<file path="src/ble_transport_fragment_engine_macros.svh">
// Assertion macros for the transport fragment engine.
// Used by the top level; empty bodies when SYNTHESIS is defined.
`ifndef BLE_TRANSPORT_FRAGMENT_ENGINE_MACROS_SVH
`define BLE_TRANSPORT_FRAGMENT_ENGINE_MACROS_SVH
`ifndef SYNTHESIS
`define BTFE_ASSERT_IMPL(label, clk, rst, prop) \
   label: assert property (@(posedge clk) disable iff (rst) prop) else $error("assertion failed");
`define BTFE_ASSERT_NORST(label, clk, prop) \
   label: assert property (@(posedge clk) prop) else $error("assertion failed");
`else
`define BTFE_ASSERT_IMPL(label, clk, rst, prop)
`define BTFE_ASSERT_NORST(label, clk, prop)
`endif
`endif

</file>
<file path="src/btfe_pkg.sv">
// Package for the transport fragment engine: codes, flag bits, phases, sizes.
// No dependencies.
package btfe_pkg;
   localparam int BufferCapacity = 2048;
   localparam logic [7:0] DefaultFrag = 8'd20;

   localparam logic [7:0] FLG_START = 8'h01;
   localparam logic [7:0] FLG_CONT  = 8'h02;
   localparam logic [7:0] FLG_END   = 8'h04;
   localparam logic [7:0] FLG_ACK   = 8'h08;

   typedef enum logic [1:0] {
      PH_IDLE = 2'd0, PH_BUSY = 2'd1, PH_DONE = 2'd2, PH_ERR = 2'd3
   } phase_type;

   typedef enum logic [2:0] {
      REQ_RX = 3'd0, REQ_TX = 3'd1, REQ_CLR_RX = 3'd2, REQ_CLR_TX = 3'd3,
      REQ_REINIT = 3'd4, REQ_ACK = 3'd5
   } req_kind_type;

   typedef enum logic [2:0] {
      ST_OK = 3'd0, ST_BAD_ACK = 3'd1, ST_BAD_SEQ = 3'd2, ST_BAD_FLAGS = 3'd3,
      ST_TOO_BIG = 3'd4, ST_WRONG_STATE = 3'd5, ST_MISSING = 3'd6, ST_REFUSED = 3'd7
   } status_type;

   localparam logic [1:0] CSR_RX_FRAG = 2'd0;
   localparam logic [1:0] CSR_TX_FRAG = 2'd1;
   localparam logic [1:0] CSR_FIRST_ACK = 2'd2;

   // payload of a result word, highest field first; status sits in the lowest bits of tdata
   typedef struct packed {
      logic [2:0]  hdr_size;
      logic [15:0] hdr_len;
      logic [7:0]  hdr_seq;
      logic [7:0]  hdr_ack;
      logic [7:0]  hdr_flags;
      logic        message_done;
      logic [7:0]  payload_bytes;
      logic [2:0]  payload_offset;
      logic [7:0]  received_ack;
      logic        did_receive_ack;
      logic [2:0]  status;
   } rsp_type;
endpackage

</file>
<file path="src/ble_transport_fragment_engine.sv">
// Transport fragment header engine: one request word in, one result word out.
// Result valid the cycle after accept; one word per cycle unless the output stalls.
// A new request is taken while a result waits, as long as the result register is
// free or is emptied in the same cycle.
// Reset (synchronous, active high) restores fragment sizes to 20, role 0, idle phases.
// Depends on btfe_pkg and ble_transport_fragment_engine_macros.svh.
`include "ble_transport_fragment_engine_macros.svh"
module ble_transport_fragment_engine (
   input  logic        clock,
   input  logic        reset,
   input  logic        req_tvalid,
   output logic        req_tready,
   // tdata: req_type[2:0], header flags byte, rx_byte1..rx_byte4, rx_frag_len,
   //        piggyback ack bit, tx_has_message, tx_msg_len[15:0], zero fill
   input  logic [71:0] req_tdata,
   output logic        rsp_tvalid,
   input  logic        rsp_tready,
   // tdata: status, did_receive_ack, received_ack, payload_offset, payload_bytes,
   //        message_done, hdr_flags, hdr_ack, hdr_seq, hdr_len, hdr_size, zero fill
   output logic [71:0] rsp_tdata,
   input  logic        csr_valid,
   output logic        csr_ready,
   input  logic [1:0]  csr_index,
   input  logic [7:0]  csr_data
);
   import btfe_pkg::*;

   logic [7:0]  rx_frag_size_ff, tx_frag_size_ff;
   logic        first_ack_ff;
   phase_type   rx_phase_ff, tx_phase_ff;
   logic [7:0]  rx_exp_ff, rx_new_ff, rx_old_ff;
   logic [7:0]  tx_next_ff, tx_new_ff, tx_old_ff;
   logic        awaiting_ff;
   logic [15:0] rx_decl_ff;
   logic [16:0] rx_coll_ff;
   logic [15:0] tx_rem_ff;
   logic        rsp_valid_ff;
   rsp_type     rsp_ff;

   logic [7:0]  rx_frag_size_in, tx_frag_size_in;
   phase_type   rx_phase_in, tx_phase_in;
   logic [7:0]  rx_exp_in, rx_new_in, rx_old_in, tx_next_in, tx_new_in, tx_old_in;
   logic        awaiting_in;
   logic [15:0] rx_decl_in, tx_rem_in;
   logic [16:0] rx_coll_in;
   rsp_type     rsp_in;

   logic        accept;
   logic [2:0]  f_type;
   logic [7:0]  f_flags, f_b1, f_b2, f_b3, f_b4, f_len;
   logic        f_ack, f_msg;
   logic [15:0] f_msglen;

   assign f_type   = req_tdata[2:0];
   assign f_flags  = req_tdata[10:3];
   assign f_b1     = req_tdata[18:11];
   assign f_b2     = req_tdata[26:19];
   assign f_b3     = req_tdata[34:27];
   assign f_b4     = req_tdata[42:35];
   assign f_len    = req_tdata[50:43];
   assign f_ack    = req_tdata[51];
   assign f_msg    = req_tdata[52];
   assign f_msglen = req_tdata[68:53];

   assign req_tready = !rsp_valid_ff || rsp_tready;
   assign accept     = req_tvalid && req_tready;
   // a register write waits while a request word is taken
   assign csr_ready  = !accept;
   assign rsp_tvalid = rsp_valid_ff;
   assign rsp_tdata  = {5'b00000, rsp_ff};

   logic in_window;
   always_comb begin
      if (!awaiting_ff) in_window = 1'b0;
      else if (tx_new_ff >= tx_old_ff)
         in_window = (f_b1 <= tx_new_ff) && (f_b1 >= tx_old_ff);
      else in_window = (f_b1 <= tx_new_ff) || (f_b1 >= tx_old_ff);
   end

   always_comb begin
      logic [7:0]  seq_byte, len, lo, hi, cur8, tcur;
      logic [2:0]  cur;
      logic [16:0] pay, kept, coll, trem, tsum;
      logic [7:0]  flags;
      logic        fail;
      logic [2:0]  st;
      rx_frag_size_in = rx_frag_size_ff;
      tx_frag_size_in = tx_frag_size_ff;
      rx_phase_in = rx_phase_ff;  tx_phase_in = tx_phase_ff;
      rx_exp_in = rx_exp_ff;  rx_new_in = rx_new_ff;  rx_old_in = rx_old_ff;
      tx_next_in = tx_next_ff;  tx_new_in = tx_new_ff;  tx_old_in = tx_old_ff;
      awaiting_in = awaiting_ff;
      rx_decl_in = rx_decl_ff;  rx_coll_in = rx_coll_ff;  tx_rem_in = tx_rem_ff;
      rsp_in = '0;
      seq_byte = '0; len = '0; lo = '0; hi = '0; cur8 = '0; tcur = '0;
      cur = 3'd1; pay = '0; kept = '0; coll = '0; trem = '0; tsum = '0;
      flags = '0; fail = 1'b0; st = ST_OK;
      case (f_type)
         REQ_RX: begin
            if (f_flags[3]) begin
               rsp_in.did_receive_ack = 1'b1;
               rsp_in.received_ack = f_b1;
               cur = 3'd2;
               if (!in_window) begin
                  fail = 1'b1; st = ST_BAD_ACK;
               end else if (tx_new_ff == f_b1) begin
                  tx_old_in = f_b1; awaiting_in = 1'b0;
               end else tx_old_in = f_b1 + 8'd1;
            end
            seq_byte = f_flags[3] ? f_b2 : f_b1;
            lo = f_flags[3] ? f_b3 : f_b2;
            hi = f_flags[3] ? f_b4 : f_b3;
            if (!fail) begin
               rx_new_in = seq_byte;
               cur = cur + 3'd1;
               if (seq_byte != rx_exp_ff) begin
                  fail = 1'b1; st = ST_BAD_SEQ;
               end
            end
            if (!fail) begin
               rx_exp_in = rx_exp_ff + 8'd1;
               len = (f_len > rx_frag_size_ff) ? rx_frag_size_ff : f_len;
               if ((f_flags & (FLG_START | FLG_CONT | FLG_END)) == 8'd0) begin
                  rsp_in.payload_offset = cur;
               end else begin
                  case (rx_phase_ff)
                     PH_IDLE: begin
                        if (!f_flags[0]) begin
                           fail = 1'b1; st = ST_BAD_FLAGS;
                        end else begin
                           rx_decl_in = {hi, lo};
                           cur = cur + 3'd2;
                           rx_phase_in = PH_BUSY;
                           cur8 = {5'd0, cur};
                           pay = (len > cur8) ? {9'd0, len - cur8} : 17'd0;
                           coll = pay;
                        end
                     end
                     PH_BUSY: begin
                        if (f_flags[0]) begin
                           fail = 1'b1; st = ST_BAD_FLAGS;
                        end else begin
                           cur8 = {5'd0, cur};
                           pay = (len > cur8) ? {9'd0, len - cur8} : 17'd0;
                           kept = rx_coll_ff;
                           coll = rx_coll_ff + pay;
                           if (coll > 17'(BufferCapacity)) begin
                              fail = 1'b1; st = ST_TOO_BIG;
                           end
                        end
                     end
                     default: begin
                        fail = 1'b1; st = ST_WRONG_STATE;
                     end
                  endcase
                  if (!fail) begin
                     rx_coll_in = coll;
                     if (f_flags[2]) begin
                        if (coll > {1'b0, rx_decl_in}) begin
                           coll = {1'b0, rx_decl_in};
                           pay = (kept >= coll) ? 17'd0 : coll - kept;
                           rx_coll_in = coll;
                        end
                        if (coll != {1'b0, rx_decl_in}) begin
                           fail = 1'b1; st = ST_MISSING;
                        end else begin
                           rx_phase_in = PH_DONE;
                           rsp_in.message_done = 1'b1;
                        end
                     end
                     if (!fail) begin
                        rsp_in.payload_offset = cur;
                        rsp_in.payload_bytes = pay[7:0];
                     end
                  end
               end
            end
            if (fail) rx_phase_in = PH_ERR;
            rsp_in.status = st;
         end
         REQ_TX: begin
            if (f_ack && rx_old_ff == rx_exp_ff) fail = 1'b1;
            else if (tx_phase_ff == PH_IDLE && f_msg) begin
               flags = FLG_START; trem = {1'b0, f_msglen};
            end else if (tx_phase_ff == PH_BUSY && !f_msg) begin
               flags = FLG_CONT; trem = {1'b0, tx_rem_ff};
            end else fail = 1'b1;
            if (fail) rsp_in.status = ST_REFUSED;
            else begin
               if (f_ack) begin
                  flags = flags | FLG_ACK;
                  rsp_in.hdr_ack = rx_new_ff;
                  rx_new_in = rx_exp_ff; rx_old_in = rx_exp_ff;
                  cur = cur + 3'd1;
               end
               rsp_in.hdr_seq = tx_next_ff;
               if (!awaiting_ff) begin
                  awaiting_in = 1'b1; tx_old_in = tx_next_ff;
               end
               tx_new_in = tx_next_ff;
               tx_next_in = tx_next_ff + 8'd1;
               cur = cur + 3'd1;
               if (flags[0]) begin
                  cur = cur + 3'd2;
                  rsp_in.hdr_len = trem[15:0];
               end
               tcur = {5'd0, cur};
               tsum = trem + {14'd0, cur};
               if (tsum <= {9'd0, tx_frag_size_ff}) begin
                  pay = trem; tx_rem_in = '0;
                  flags = flags | FLG_END;
                  tx_phase_in = PH_DONE;
                  rsp_in.message_done = 1'b1;
               end else begin
                  pay = (tx_frag_size_ff > tcur) ? {9'd0, tx_frag_size_ff - tcur} : 17'd0;
                  tx_rem_in = 16'(trem - pay);
                  tx_phase_in = PH_BUSY;
               end
               rsp_in.payload_bytes = pay[7:0];
               rsp_in.hdr_flags = flags;
               rsp_in.hdr_size = cur;
            end
         end
         REQ_CLR_RX: begin
            if (rx_phase_ff == PH_DONE) begin
               rx_phase_in = PH_IDLE; rx_coll_in = '0; rx_decl_in = '0;
            end else rsp_in.status = ST_WRONG_STATE;
         end
         REQ_CLR_TX: begin
            if (tx_phase_ff == PH_DONE) tx_phase_in = PH_IDLE;
            else rsp_in.status = ST_WRONG_STATE;
         end
         REQ_REINIT: begin
            rx_phase_in = PH_IDLE; tx_phase_in = PH_IDLE;
            rx_new_in = '0; rx_old_in = '0; tx_new_in = '0; tx_old_in = '0;
            rx_decl_in = '0; rx_coll_in = '0; tx_rem_in = '0;
            awaiting_in = first_ack_ff;
            tx_next_in = {7'd0, first_ack_ff};
            rx_exp_in = {7'd0, !first_ack_ff};
            rx_frag_size_in = DefaultFrag; tx_frag_size_in = DefaultFrag;
         end
         REQ_ACK: begin
            rsp_in.hdr_flags = FLG_ACK;
            rsp_in.hdr_ack = rx_new_ff;
            rx_new_in = rx_exp_ff; rx_old_in = rx_exp_ff;
            rsp_in.hdr_seq = tx_next_ff;
            if (!awaiting_ff) begin
               awaiting_in = 1'b1; tx_old_in = tx_next_ff;
            end
            tx_new_in = tx_next_ff;
            tx_next_in = tx_next_ff + 8'd1;
            rsp_in.hdr_size = 3'd3;
         end
         default: rsp_in.status = ST_REFUSED;
      endcase
   end

   always_ff @(posedge clock) begin
      if (reset) begin
         rx_frag_size_ff <= DefaultFrag;  tx_frag_size_ff <= DefaultFrag;
         first_ack_ff <= 1'b0;
         rx_phase_ff <= PH_IDLE;  tx_phase_ff <= PH_IDLE;
         rx_exp_ff <= 8'd1;  rx_new_ff <= '0;  rx_old_ff <= '0;
         tx_next_ff <= '0;  tx_new_ff <= '0;  tx_old_ff <= '0;
         awaiting_ff <= 1'b0;
         rx_decl_ff <= '0;  rx_coll_ff <= '0;  tx_rem_ff <= '0;
         rsp_valid_ff <= 1'b0;
      end else begin
         if (accept) begin
            rx_frag_size_ff <= rx_frag_size_in;  tx_frag_size_ff <= tx_frag_size_in;
            rx_phase_ff <= rx_phase_in;  tx_phase_ff <= tx_phase_in;
            rx_exp_ff <= rx_exp_in;  rx_new_ff <= rx_new_in;  rx_old_ff <= rx_old_in;
            tx_next_ff <= tx_next_in;  tx_new_ff <= tx_new_in;  tx_old_ff <= tx_old_in;
            awaiting_ff <= awaiting_in;
            rx_decl_ff <= rx_decl_in;  rx_coll_ff <= rx_coll_in;  tx_rem_ff <= tx_rem_in;
         end else if (csr_valid) begin
            case (csr_index)
               CSR_RX_FRAG:   rx_frag_size_ff <= csr_data;
               CSR_TX_FRAG:   tx_frag_size_ff <= csr_data;
               CSR_FIRST_ACK: first_ack_ff <= csr_data[0];
               default: ;
            endcase
         end
         if (accept) rsp_valid_ff <= 1'b1;
         else if (rsp_tready) rsp_valid_ff <= 1'b0;
      end
   end

   always_ff @(posedge clock) begin
      if (accept) rsp_ff <= rsp_in;
   end

   // a held result word must not change while stalled
   `BTFE_ASSERT_IMPL(a_rsp_hold, clock, reset,
      rsp_tvalid && !rsp_tready |=> rsp_tvalid && $stable(rsp_tdata))
   // collected count never exceeds buffer size
   `BTFE_ASSERT_IMPL(a_coll_cap, clock, reset, rx_coll_ff <= 17'(BufferCapacity))
   // every accepted request yields a result in the next cycle
   `BTFE_ASSERT_IMPL(a_accept_rsp, clock, reset, accept |=> rsp_valid_ff)
   `BTFE_ASSERT_NORST(a_reset_idle, clock, reset |=> !rsp_tvalid)
endmodule
</file>
<file path="config.mk">
export PLATFORM = sky130hd
export DESIGN_NAME = ble_transport_fragment_engine
export DESIGN_NICKNAME = d
export VERILOG_FILES = /design/src/btfe_pkg.sv /design/src/ble_transport_fragment_engine.sv
export VERILOG_INCLUDE_DIRS = /design/src /design/src/src
export SDC_FILE = /design/constraint.sdc
export NUM_CORES = 1
export LEC_CHECK = 0
export BUFFER_PORTS_ARGS = -buffer_cell sky130_fd_sc_hd__buf_2
export CORE_MARGIN = 3
export CORE_UTILIZATION = 40
export CTS_CLUSTER_SIZE = 10
export DETAILED_ROUTE_END_ITERATION = 10
export PLACE_DENSITY_LB_ADDON = 0.25
export RECOVER_POWER = 100
export SLEW_MARGIN = 20
export SYNTH_ARGS = -nofsm -noshare
export SYNTH_HDL_FRONTEND = slang
export SYNTH_SLANG_ARGS = --single-unit
</file>
<file path="constraint.sdc">
create_clock -name clock -period 16.55 [get_ports clock]
set_input_delay 3.31 -clock clock [delete_from_list [all_inputs] [get_ports clock]]
set_output_delay 3.31 -clock clock [all_outputs]
set_load 0.03 [all_outputs]
</file>
==> results of run 1 <==
## per-stage QoR
step	util	hold WS, ns	total power, µW	cell area (µm²)
5_1_grt	0.450	0.479	1270	15600
4_1_cts	0.455	0.449	1220	15800
3_5_place_dp	0.438	0.439	812	15200
3_3_place_gp	0.438	0.434	809	15200
6_report	0.450	0.451	1210	15600
2_1_floorplan	-	0.426	719	14200
## worst register-to-register path: cells and delay by family (launching register included)
kind                     cells  cell delay, ns
XOR/XNOR                     1            0.10
multiplexers                 1            0.61
adder cells (fa/ha/maj)      5            1.71
buffers and inverters        4            0.68
AO/OA/AOI/OAI                8            3.39
AND/OR/NAND/NOR             15            2.65
flip-flops                   1            0.51
## cells in the mapped netlist (7+ instances only)
library cell	n	area [µm²]
o211ai_1	15	113
o31ai_1	26	195
o21a_1	13	97.6
ha_1	109	1360
and2_1	34	213
a31oi_1	12	75.1
inv_1	103	387
nor4_1	11	68.8
xor2_1	29	254
nor2_1	172	646
nor2b_1	14	87.6
o21ai_1	24	120
nand3_1	55	275
mux2i_1	45	450
or4_1	9	67.6
buf_4	13	97.6
o21ai_0	50	250
xnor2_1	57	499
and3_1	16	100
dfxtp_1	120	2400
clkbuf_1	63	236
nand2b_1	25	156
buf_2	14	70.1
a211oi_1	27	203
or2_2	9	56.3
nor3_1	43	215
or3_1	29	181
a21oi_1	146	731
a21o_1	20	150
fa_1	7	140
nand2_1	160	601
edfxtp_1	61	1830
mux2_2	9	101
nand4_1	34	213
o21bai_1	8	60.1
a2111oi_0	7	61.3
a22oi_1	30	225
a311oi_1	9	78.8
## sequential cells by signal, indices dropped and copies added (netlist names)
signal           flops
rx_phase_ff          2
rx_coll_ff          17
tx_frag_size_ff      8
tx_old_ff            8
tx_phase_ff          2
rx_old_ff            8
first_ack_ff         1
rx_exp_ff            8
tx_rem_ff           16
rsp_tvalid           1
tx_new_ff            8
rsp_tdata           61
tx_next_ff           8
awaiting_ff          1
rx_new_ff            8
rx_decl_ff          16
rx_frag_size_ff      8
## metal layers
metal | share of wire | wire length, µm | GRT usage | up-vias
li1 | - | - | - | 6495
met3 | 0.061 | 2750 | 0.0346 | 66
met5 | 0 | 0 | 0 | -
met1 | 0.44 | 19800 | 0.316 | 6257
met2 | 0.47 | 21000 | 0.378 | 437
met4 | 0.026 | 1170 | 0.0737 | 0
## final timing paths
check | to | cells past startpoint | from
worst max register to register | rx_coll_ff[9]$_SDFFE_PP0P_ | 34 | rx_frag_size_ff[3]$_SDFFE_PP0P_
worst min-delay path | rx_decl_ff[5]$_SDFFE_PP0P_ | 2 | rx_decl_ff[5]$_SDFFE_PP0P_
worst min register to register | rx_decl_ff[5]$_SDFFE_PP0P_ | 2 | rx_decl_ff[5]$_SDFFE_PP0P_
worst max-delay path | rx_coll_ff[9]$_SDFFE_PP0P_ | 34 | req_tdata[48]
## cell families (layout without fill, tap and decap cells)
family / after synthesis / in the layout / share of synthesized area
flops: 181 / 181 / 0.300
simple gates: 642 / 642 / 0.224
mux: 57 / 57 / 0.0422
other cells: 2 / 15 / 0.000532
fa+ha+maj: 117 / 117 / 0.107
compound gates: 456 / 456 / 0.215
buf+inv: 200 / 300 / 0.0589
xor+xnor: 86 / 86 / 0.0533
## power groups by stage
| stage | Combinational, µW | Clock, µW | Sequential [µW] |
|---|---|---|---|
| after floorplan | 213 | 0 | 506 |
| after global placement | 317 | 0 | 492 |
| after detailed placement | 320 | 0 | 492 |
| after CTS | 322 | 416 | 482 |
| after global routing | 353 | 434 | 485 |
| final | 322 | 409 | 483 |
## layout make-up
| cell class | count | share of cell area |
|---|---|---|
| clock inverter | 15 | 0.00985 |
| multi-input combinational | 1373 | 0.583 |
| tap | 455 | 0.0364 |
| sequential | 181 | 0.271 |
| timing repair buffer | 163 | 0.0469 |
| clock buffer | 17 | 0.0272 |
| inverter | 105 | 0.0252 |
==> impl_results.md, run 1 <==
- Tcrit/Tclk final: 0.750
- Iteration-0 DRC Markers: 1084
- Skew-Pair Late Insertion Delay: approximately 0.46 ns
- Clk slew on worst S/H paths: about 0.090 ns
- CTS tree: yes
- Clock Skews: between 0.02 and 0.025 ns
- Rows: 68
- Yosys warnings: 0
- PwrDens: a little under 80 nW/µm²
- Worst relative slew slack: -1.55
- Crit end category: flop
- Mean Syn Cell Area: 8.12 µm²
- Max Cap Viol: 4
- Area Growth Syn to Fin: 10.6%
- Switching share of power: 0.353
- Routed WL: 44.7 mm
- Most frequent cells in the layout: nor2_1, nand2_1, a21oi_1
- Multi-input combinational cell area: ~9100 µm²
- Inst Count DP: 2277
- Ys async rst share: 0
- Clk Tree Root Cell: clkbuf_16
- Setup violators final: 0
- Post-synthesis sequential area ratio: 0.300
- Drt wl/cell: 19.4 µm
- Antenna viol nets, final: 0
- FILL cells: 3558
- Residual DRC: 0
- Die width: 194 µm
- Sequential power share: 0.398
- HPWL Detailed: ~34 mm
- Core box area: 34700 µm²
- Vias: between 10000 and 15000
- CTS Buf Count: 17
- Worst hold path type: flop to flop
- Seq cells post-synth: 181
- Clock network power share: 0.337
- Initial core utilization: 0.407
- Hold buffers post-CTS: 0
- # clock sinks: 181
- H-tree depth: 4
- Worst vdd ir: 78.7 µV
- Cell mode on critical path: nor2_1
- Number of port buffers: around 150
- Total gr overflow: 0
- Crit Path Category: primary input to flop
- IO Pins: 162
- GRT Util Overall: 0.231
- Sum Neg Setup Slack: 0 ns
- Initial antenna violation count: 0
- Post CTS Setup Buffer Count: 0
- Combinational power share: 0.265
- Vias in the first global route: 12500
- First-pass GRT wire length: 70.5 mm
- WP data arrival: between 10 and 15 ns
- Main synth FF type: dfxtp_1
- Finished Layout Cells: 2309
- Placer congestion estimate: 0.949
- Die area: 37600 µm²
- Status: finished with violations
- CP peak stage delay: 0.79 ns
- Internal power: 786 µW
- Share of cells above drive strength 1: 0.0782
- Hold violation count in the final report: 0
- Sw Pwr: roughly 430 µW
- Synthesized area: 14100 µm²
- Crit start category: primary input
- Max Clk Rate: 80.6 MHz
- Worst-path fanout max: 21
- Synthesized instance count: 1741
- Drt pass-1 iters: 6
- Fin nets: between 2000 and 2500
- Reg area: 4230 µm²
- Period minus WS final: roughly 12 ns
- Leakage: about 0.0062 µW
- Largest net degree at the start of global routing: 67
- Unrepaired setup endpoints after global routing: no
- Floorplan die height: approximately 190 µm
- Failing checks: capacitance limit, slew limit
- Commonest non-fill, non-tap cell in the layout: nor2_1
- Worst path top cell family by delay: compound AO/OA/AOI/OAI gates
- Post-synth cell types: 93
- EDFF count, synth: 61
- Setup ws final: 4.14 ns
- Pins over their slew limit: 210
- Via density: 5.74
- Slowest stage cell, crit path: a211oi_1
- Required time worst endpoint: 16.78 ns
- Ant. Diodes: 0
- Post-CTS sizing: 0
- Dpl ws: 4.48 ns
- Clock Tree Buf Depth: 2
- R2R setup slack: 6.67 ns
- Bufs and invs on worst path: 4
- Worst-Margin Slew: 3.82 ns
No activity file was read; power rests on OpenSTA's default activity.
==> run 2, diff against run 1 <==
ABC_AREA = 1   (was not set)
clock period = 11.6 ns   (was 16.55 ns; I/O delays follow)
==> impl_results.md, run 2 <==
- Clock Tree Buf Depth: 2 (unchanged)
- Worst-path fanout max: 22 (+4.8%)
- Initial core utilization: 0.410 (+0.00345)
- IO Pins: 162 (unchanged)
- Placer congestion estimate: 0.971 (+2.3%)
- Post CTS Setup Buffer Count: 0 (unchanged)
- Finished Layout Cells: 2481 (+7.4%)
- Floorplan die height: 190 µm (-2.1%)
- Period minus WS final: 10.30 ns
- Tcrit/Tclk final: 0.888
- HPWL Detailed: 34.9 mm (+1.9%)
- PwrDens: 123 nW/µm² (+59%)
- Worst vdd ir: 108 µV (+38%)
- CP peak stage delay: 0.50 ns (-0.29 ns)
- Drt pass-1 iters: 5 (-1)
- Clk slew on worst S/H paths: 0.08 ns (about the same)
- Post-CTS sizing: 0 (unchanged)
- Multi-input combinational cell area: 7880 µm² (-14%)
- Most frequent cells in the layout: nand2_1, inv_1, nor2_1
- Sum Neg Setup Slack: 0 ns (unchanged)
- Area contributors post-synth: dfxtp_1, edfxtp_1, ha_1
- Most frequent cells after synthesis: nand2_1, inv_1, nor2_1
- Slowest stage cell, crit path: nor3_1
- Residual DRC: 0 (unchanged)
- Hold violation count in the final report: 0 (unchanged)
- FILL cells: 3464 (-2.6%)
- Skew-Pair Late Insertion Delay: 0.46 ns (about the same)
- Total gr overflow: 0 (unchanged)
- Worst r2r dst: rsp_tdata[22]$_DFFE_PP_
- WP data arrival: 10.57 ns (-2.07 ns)
- Vias: 13400 (+0.88%)
- Worst R2R Start: tx_new_ff[7]$_SDFFE_PP0P_
- Max Cap Viol: 4 (unchanged)
- Die area: 36100 µm² (-4.1%)
- First-pass GRT wire length: 70.4 mm (-0.17%)
- GRT Util Overall: 0.248 (+0.0173)
- Worst relative slew slack: -1.64 (-0.0859)
- Pins over their slew limit: 204 (-2.9%)
- Crit start category: primary input
- Die width: 190 µm (-2.1%)
- Main synth FF type: dfxtp_1
- Antenna viol nets, final: 0 (unchanged)
- Post-synth cell types: 61 (-34%)
- Synth area leader: dfxtp_1
- Crit Path Category: primary input to flop
- Sw Pwr: 693 µW (+62%)
- Reg area: 4230 µm² (unchanged)
- Unrepaired setup endpoints after global routing: no
- Seq cells post-synth: 181 (unchanged)
- Ys async rst share: 0 (unchanged)
- Sequential power share: 0.380 (-0.018)
- FF-to-FF path depth: 49 (+44%)
- Clock network power share: 0.325 (-0.012)
- Synthesized instance count: 1910 (+9.7%)
- Status: finished with violations
- Via density: 5.39 (-6.1%)
- Worst path top cell family by delay: simple AND/OR/NAND/NOR gates
- Share of cells above drive strength 1: 0.0741 (-0.00412)
- Largest net degree at the start of global routing: 70 (+4.5%)
- Initial antenna violation count: 1 (+1)
- Rows: 66 (-2.9%)
- Combinational power share: 0.294 (+0.029)
- H-tree depth: 4 (unchanged)
- Mean Syn Cell Area: 7.08 µm² (-13%)
- Leakage: 0.00671 µW (+8.3%)
- Failing checks: capacitance limit, slew limit
- Hold Path End: rx_decl_ff[10]$_SDFFE_PP0P_
- Switching share of power: 0.374 (+0.0207)
- Number of port buffers: 145 (unchanged)
- EDFF count, synth: 61 (unchanged)
- Required time worst endpoint: 11.87 ns (-4.91 ns)
- Crit end category: flop
- Inst Count DP: 2448 (+7.5%)
- Setup violators final: 0 (unchanged)
- Clk Tree Root Cell: clkbuf_16
- CTS Buf Count: 17 (unchanged)
- Bufs and invs on worst path: 7 (+3)
- Max reg flops: 61 (unchanged)
- Routed WL: 44.5 mm (-0.44%)
- Post-synthesis sequential area ratio: 0.313 (+0.0134)
- Iteration-0 DRC Markers: 1065 (-1.8%)
- Vias in the first global route: 12800 (+2.3%)
- Fin nets: 2228 (+9.0%)
- Cell mode on critical path: nand2_1
- CTS tree: yes
- Internal power: 1160 µW (+48%)
- Clock Skews: 0.0115 ns (-0.0122 ns)
- Yosys warnings: 0 (unchanged)
- Cell with the most instances after synthesis: nand2_1
- Drt wl/cell: 18.0 µm (-7.3%)
- # clock sinks: 181 (unchanged)
- Worst-Margin Slew: 3.95 ns (+0.129 ns)
- Commonest non-fill, non-tap cell in the layout: nand2_1
- Min-delay src: rx_decl_ff[10]$_SDFFE_PP0P_
- Post-synth top area share: 0.178 (+0.00760)
- Core box area: 32900 µm² (-5.1%)
- Hold buffers post-CTS: 0 (unchanged)
- Area Growth Syn to Fin: 11.1%
- Worst hold path type: flop to flop
- R2R setup slack: 2.91 ns (-3.76 ns)
- Max Clk Rate: 97.1 MHz
- Worst hold path depth: 2 (unchanged)
- Synthesized area: 13500 µm² (-4.3%)
==> run 2: changes by cell type after synthesis, sizes merged, moves of 25 or more <==
cell	before	now
nand2b	25	0
or3	29	0
nand3	55	129
nand2	160	331
nor2	173	223
mux2i	46	0
o21ai	74	164
and2	35	0
o31ai	27	1
xnor2	57	8
inv	105	269
==> run 2: per-layer routing <==
| metal | GRT usage | share of wire | up-vias |
|---|---|---|---|
| met2 | 0.403 | 0.46 | 445 |
| met1 | 0.335 | 0.44 | 6228 |
| met3 | 0.0488 | 0.074 | 67 |
| met5 | 0 | 0 | - |
| li1 | - | - | 6631 |
| met4 | 0.0762 | 0.023 | 0 |
==> run 2: power by group through the flow <==
stage	sequential, µW	combinational [µW]	clock, µW
3_3_place_gp	717	540	0
4_1_cts	703	549	618
2_1_floorplan	739	367	0
3_5_place_dp	718	546	0
6_report	705	546	603
5_1_grt	709	614	642
==> run 2: final cells by class <==
type | instances | share of cell area
multi-input combinational | 1393 | 0.525
sequential | 181 | 0.282
inverter | 272 | 0.0680
timing repair buffer | 160 | 0.0484
tap | 442 | 0.0368
clock buffer | 18 | 0.0300
clock inverter | 14 | 0.0102
antenna | 1 | 0.000167
==> run 2: cell families after synthesis <==
family                     count (synthesis)  share of synthesized area
and+or+nand+nor                          787                      0.257
AOI/OAI and AO/OA                        428                      0.184
buffers and inverters                    349                      0.103
DFF                                      181                      0.313
adders and majority gates                116                      0.111
xor gates and xnor gates                  47                     0.0304
other                                      2                   0.000555
==> run 2: worst max path at each step <==
stage | start | to | slack, ns | depth (start not counted)
3_3_place_gp | req_tdata[18] | rsp_tdata[17]$_DFFE_PP_ | 1.46 | 49
4_1_cts | req_tdata[18] | rsp_tdata[18]$_DFFE_PP_ | 1.77 | 49
5_1_grt | req_tdata[18] | rsp_tdata[22]$_DFFE_PP_ | 0.45 | 48
2_1_floorplan | req_tdata[18] | rsp_tdata[12]$_SDFFCE_PP0P_ | 3.32 | 48
6_report | req_tdata[18] | rsp_tdata[22]$_DFFE_PP_ | 1.30 | 49
3_5_place_dp | req_tdata[18] | rsp_tdata[1]$_DFFE_PP_ | 1.30 | 50
==> run 2: stage by stage <==
stage                     cell area [µm²]   util  hold slack [ns]  total power [µW]  worst slack, ns
after floorplan                     13600      -            0.430              1110             3.32
after global placement              14600  0.443            0.450              1260             1.46
after detailed placement            14600  0.443            0.454              1260             1.30
after CTS                           15200  0.461            0.466              1870             1.77
after global routing                15000  0.456            0.481              1960            0.449
final                               15000  0.456            0.464              1850             1.30
==> run 2: worst register-to-register path, delay by kind of cell (launching register included) <==
family,cells,cell delay [ns]
AO/OA/AOI/OAI,6,1.17
adder cells (fa/ha/maj),6,1.68
XOR/XNOR,1,0.24
AND/OR/NAND/NOR,29,4.00
flip-flops,1,0.35
buffers and inverters,7,1.01
==> run 3, diff against run 2 <==
ABC_AREA = 0   (was 1)
==> impl_results.md, run 3 (synthesized netlist as in run 1, its figures left out) <==
- Sum Neg Setup Slack: 0 ns (unchanged)
- Placer congestion estimate: 0.906 (-6.6%)
- Setup ws final: 1.24 ns (-0.0561 ns)
- Dpl ws: 1.09 ns (-0.210 ns)
- Area Growth Syn to Fin: 11.1% (about the same)
- Drt wl/cell: 19.1 µm (+6.6%)
- Die width: 194 µm (+2.1%)
- Die area: 37600 µm² (+4.3%)
- Placed Area: 15200 µm² (+4.3%)
- Max Cap Viol: 3 (-1)
- Vias: 13200 (-1.6%)
- Share of cells above drive strength 1: 0.0846 (+0.0105)
- Post-Route Utilization: 0.452 (-0.00392)
- CP peak stage delay: 0.69 ns (+0.19 ns)
- CTS Buf Count: 17 (unchanged)
- Clk Tree Root Cell: clkbuf_16
- Rows: 68 (+3.0%)
- Vias in the first global route: 12400 (-3.1%)
- PwrDens: 111 nW/µm² (-10%)
- Crit Path Category: primary input to flop
- Worst hold path type: flop to flop
- Worst-path fanout max: 20 (-9.1%)
- Worst relative slew slack: -1.55 (+0.0827)
- Min-delay src: rx_decl_ff[15]$_SDFFE_PP0P_
- Crit start category: primary input
- Worst R2R Start: rx_frag_size_ff[4]$_SDFFE_PP1P_
- FILL cells: 3491 (+0.78%)
- Initial antenna violation count: 1 (unchanged)
- Via density: 5.69 (+5.6%)
- Multi-input combinational cell area: 9130 µm² (+16%)
- Initial core utilization: 0.407 (-0.00345)
- WP data arrival: 10.70 ns (+0.13 ns)
- Required time worst endpoint: 11.94 ns (+0.07 ns)
- Max reg flops: 61 (unchanged)
- Pins over their slew limit: 172 (-16%)
- Leakage: 0.00622 µW (-7.3%)
- Finished layout cell area: 15700 µm² (+4.4%)
- Iteration-0 DRC Markers: 958 (-10%)
- Fin nets: 2046 (-8.2%)
- FF-to-FF path depth: 27 (-45%)
- Routed WL: 44.2 mm (-0.68%)
- Slowest stage cell, crit path: o31ai_1
- Drt pass-1 iters: 5 (unchanged)
- Worst hold path depth: 2 (unchanged)
- Overall power: 1740 µW (-6.2%)
- R2R setup slack: 3.00 ns (+0.09 ns)
- Worst vdd ir: 110 µV (+1.5%)
- Floorplan die height: 194 µm (+2.1%)
- IO Pins: 162 (unchanged)
- Residual DRC: 0 (unchanged)
- Most frequent cells in the layout: nor2_1, nand2_1, a21oi_1
- Clock Tree Buf Depth: 2 (unchanged)
- Antenna viol nets, final: 0 (unchanged)
- Hold Path End: rx_decl_ff[15]$_SDFFE_PP0P_
- GRT Util Overall: 0.229 (-0.0195)
- Max Clk Rate: 96.6 MHz (-0.54%)
- # clock sinks: 181 (unchanged)
- Hold violation count in the final report: 0 (unchanged)
- Setup violators final: 0 (unchanged)
- Core box area: 34700 µm² (+5.4%)
- Cell mode on critical path: ha_1
- Failing checks: capacitance limit, slew limit
- Post-CTS sizing: 0 (unchanged)
- Reg area: 4230 µm² (unchanged)
- Hold buffers post-CTS: 0 (unchanged)
- Largest net degree at the start of global routing: 71 (+1.4%)
- Clock Skews: 0.0280 ns (+0.0165 ns)
- Clk slew on worst S/H paths: 0.07 ns (about the same)
- Status: finished with violations
- Unrepaired setup endpoints after global routing: no
- Tcrit/Tclk final: 0.893 (+0.00484)
- Period minus WS final: 10.36 ns (+0.0561 ns)
- H-tree depth: 4 (unchanged)
- CTS tree: yes
- Skew-Pair Late Insertion Delay: 0.47 ns (about the same)
- HPWL Detailed: 34.1 mm (-2.3%)
- Total gr overflow: 0 (unchanged)
- Worst r2r dst: rx_coll_ff[7]$_SDFFE_PP0P_
- Post CTS Setup Buffer Count: 0 (unchanged)
- Number of port buffers: 145 (unchanged)
- Worst-Margin Slew: 3.83 ns (-0.124 ns)
- Crit end category: flop
- First-pass GRT wire length: 69.8 mm (-0.79%)
- Commonest non-fill, non-tap cell in the layout: nor2_1
run 3: cell count changes in the layout (fill, tap and decap cells not counted), moves of 16 or more:
cell and delta:
nor2_1 -48, o31ai_1 +25, nand3_1 -70, mux2i_1 +45, inv_1 -163, o21ai_0 -92
nand2_1 -165, or3_1 +29, xnor2_1 +49, and2_1 +20, nand2b_1 +25, a21o_1 +16
run 3: worst max path at each step:
stage | slack [ns] | endpoint | depth (start not counted) | from
global placement | 1.18 | rx_coll_ff[7]$_SDFFE_PP0P_ | 39 | req_tdata[11]
global route | 0.62 | rx_coll_ff[7]$_SDFFE_PP0P_ | 37 | req_tdata[11]
floorplan | 2.48 | rx_coll_ff[12]$_SDFFE_PP0P_ | 36 | req_tdata[11]
detailed placement | 1.09 | rx_coll_ff[7]$_SDFFE_PP0P_ | 39 | req_tdata[11]
finish | 1.24 | rx_coll_ff[7]$_SDFFE_PP0P_ | 33 | req_tdata[11]
CTS | 1.51 | rx_coll_ff[7]$_SDFFE_PP0P_ | 39 | req_tdata[11]
run 3: power breakdown:
part	switching, µW	internal, µW	total [µW]
Sequential	12.8	677	690
Combinational	303	156	460
Clock	302	289	591
Total	618	1120	1740
run 3: final cells by class:
| cell class | count | share of cell area |
|---|---|---|
| diodes | 1 | 0.000159 |
| clock buffers | 17 | 0.0271 |
| clock inverters | 15 | 0.0106 |
| inverters | 105 | 0.0251 |
| multi-input cells | 1373 | 0.582 |
| flip-flops and latches | 181 | 0.270 |
| well taps | 455 | 0.0363 |
| repair buffers | 165 | 0.0488 |
run 3: metal layers:
layer | track usage | share of wire | vias up
met3 | 0.0342 | 0.053 | 74
met2 | 0.372 | 0.46 | 399
met4 | 0.0745 | 0.030 | 0
li1 | - | - | 6503
met5 | 0 | 0 | -
met1 | 0.314 | 0.46 | 6186
run 3: stage by stage:
stage          instances  hold WS (ns)
5_1_grt             2312         0.467
3_5_place_dp        2279         0.440
2_1_floorplan       1754         0.426
3_3_place_gp        2279         0.435
4_1_cts             2311         0.450
6_report            2312         0.450
run 3: critical path, delay by kind of cell:
kind	cells	cell delay, ns
buf+inv	4	0.72
fa+ha+maj	6	2.09
simple gates	10	1.83
mux	1	0.15
compound gates	12	3.57
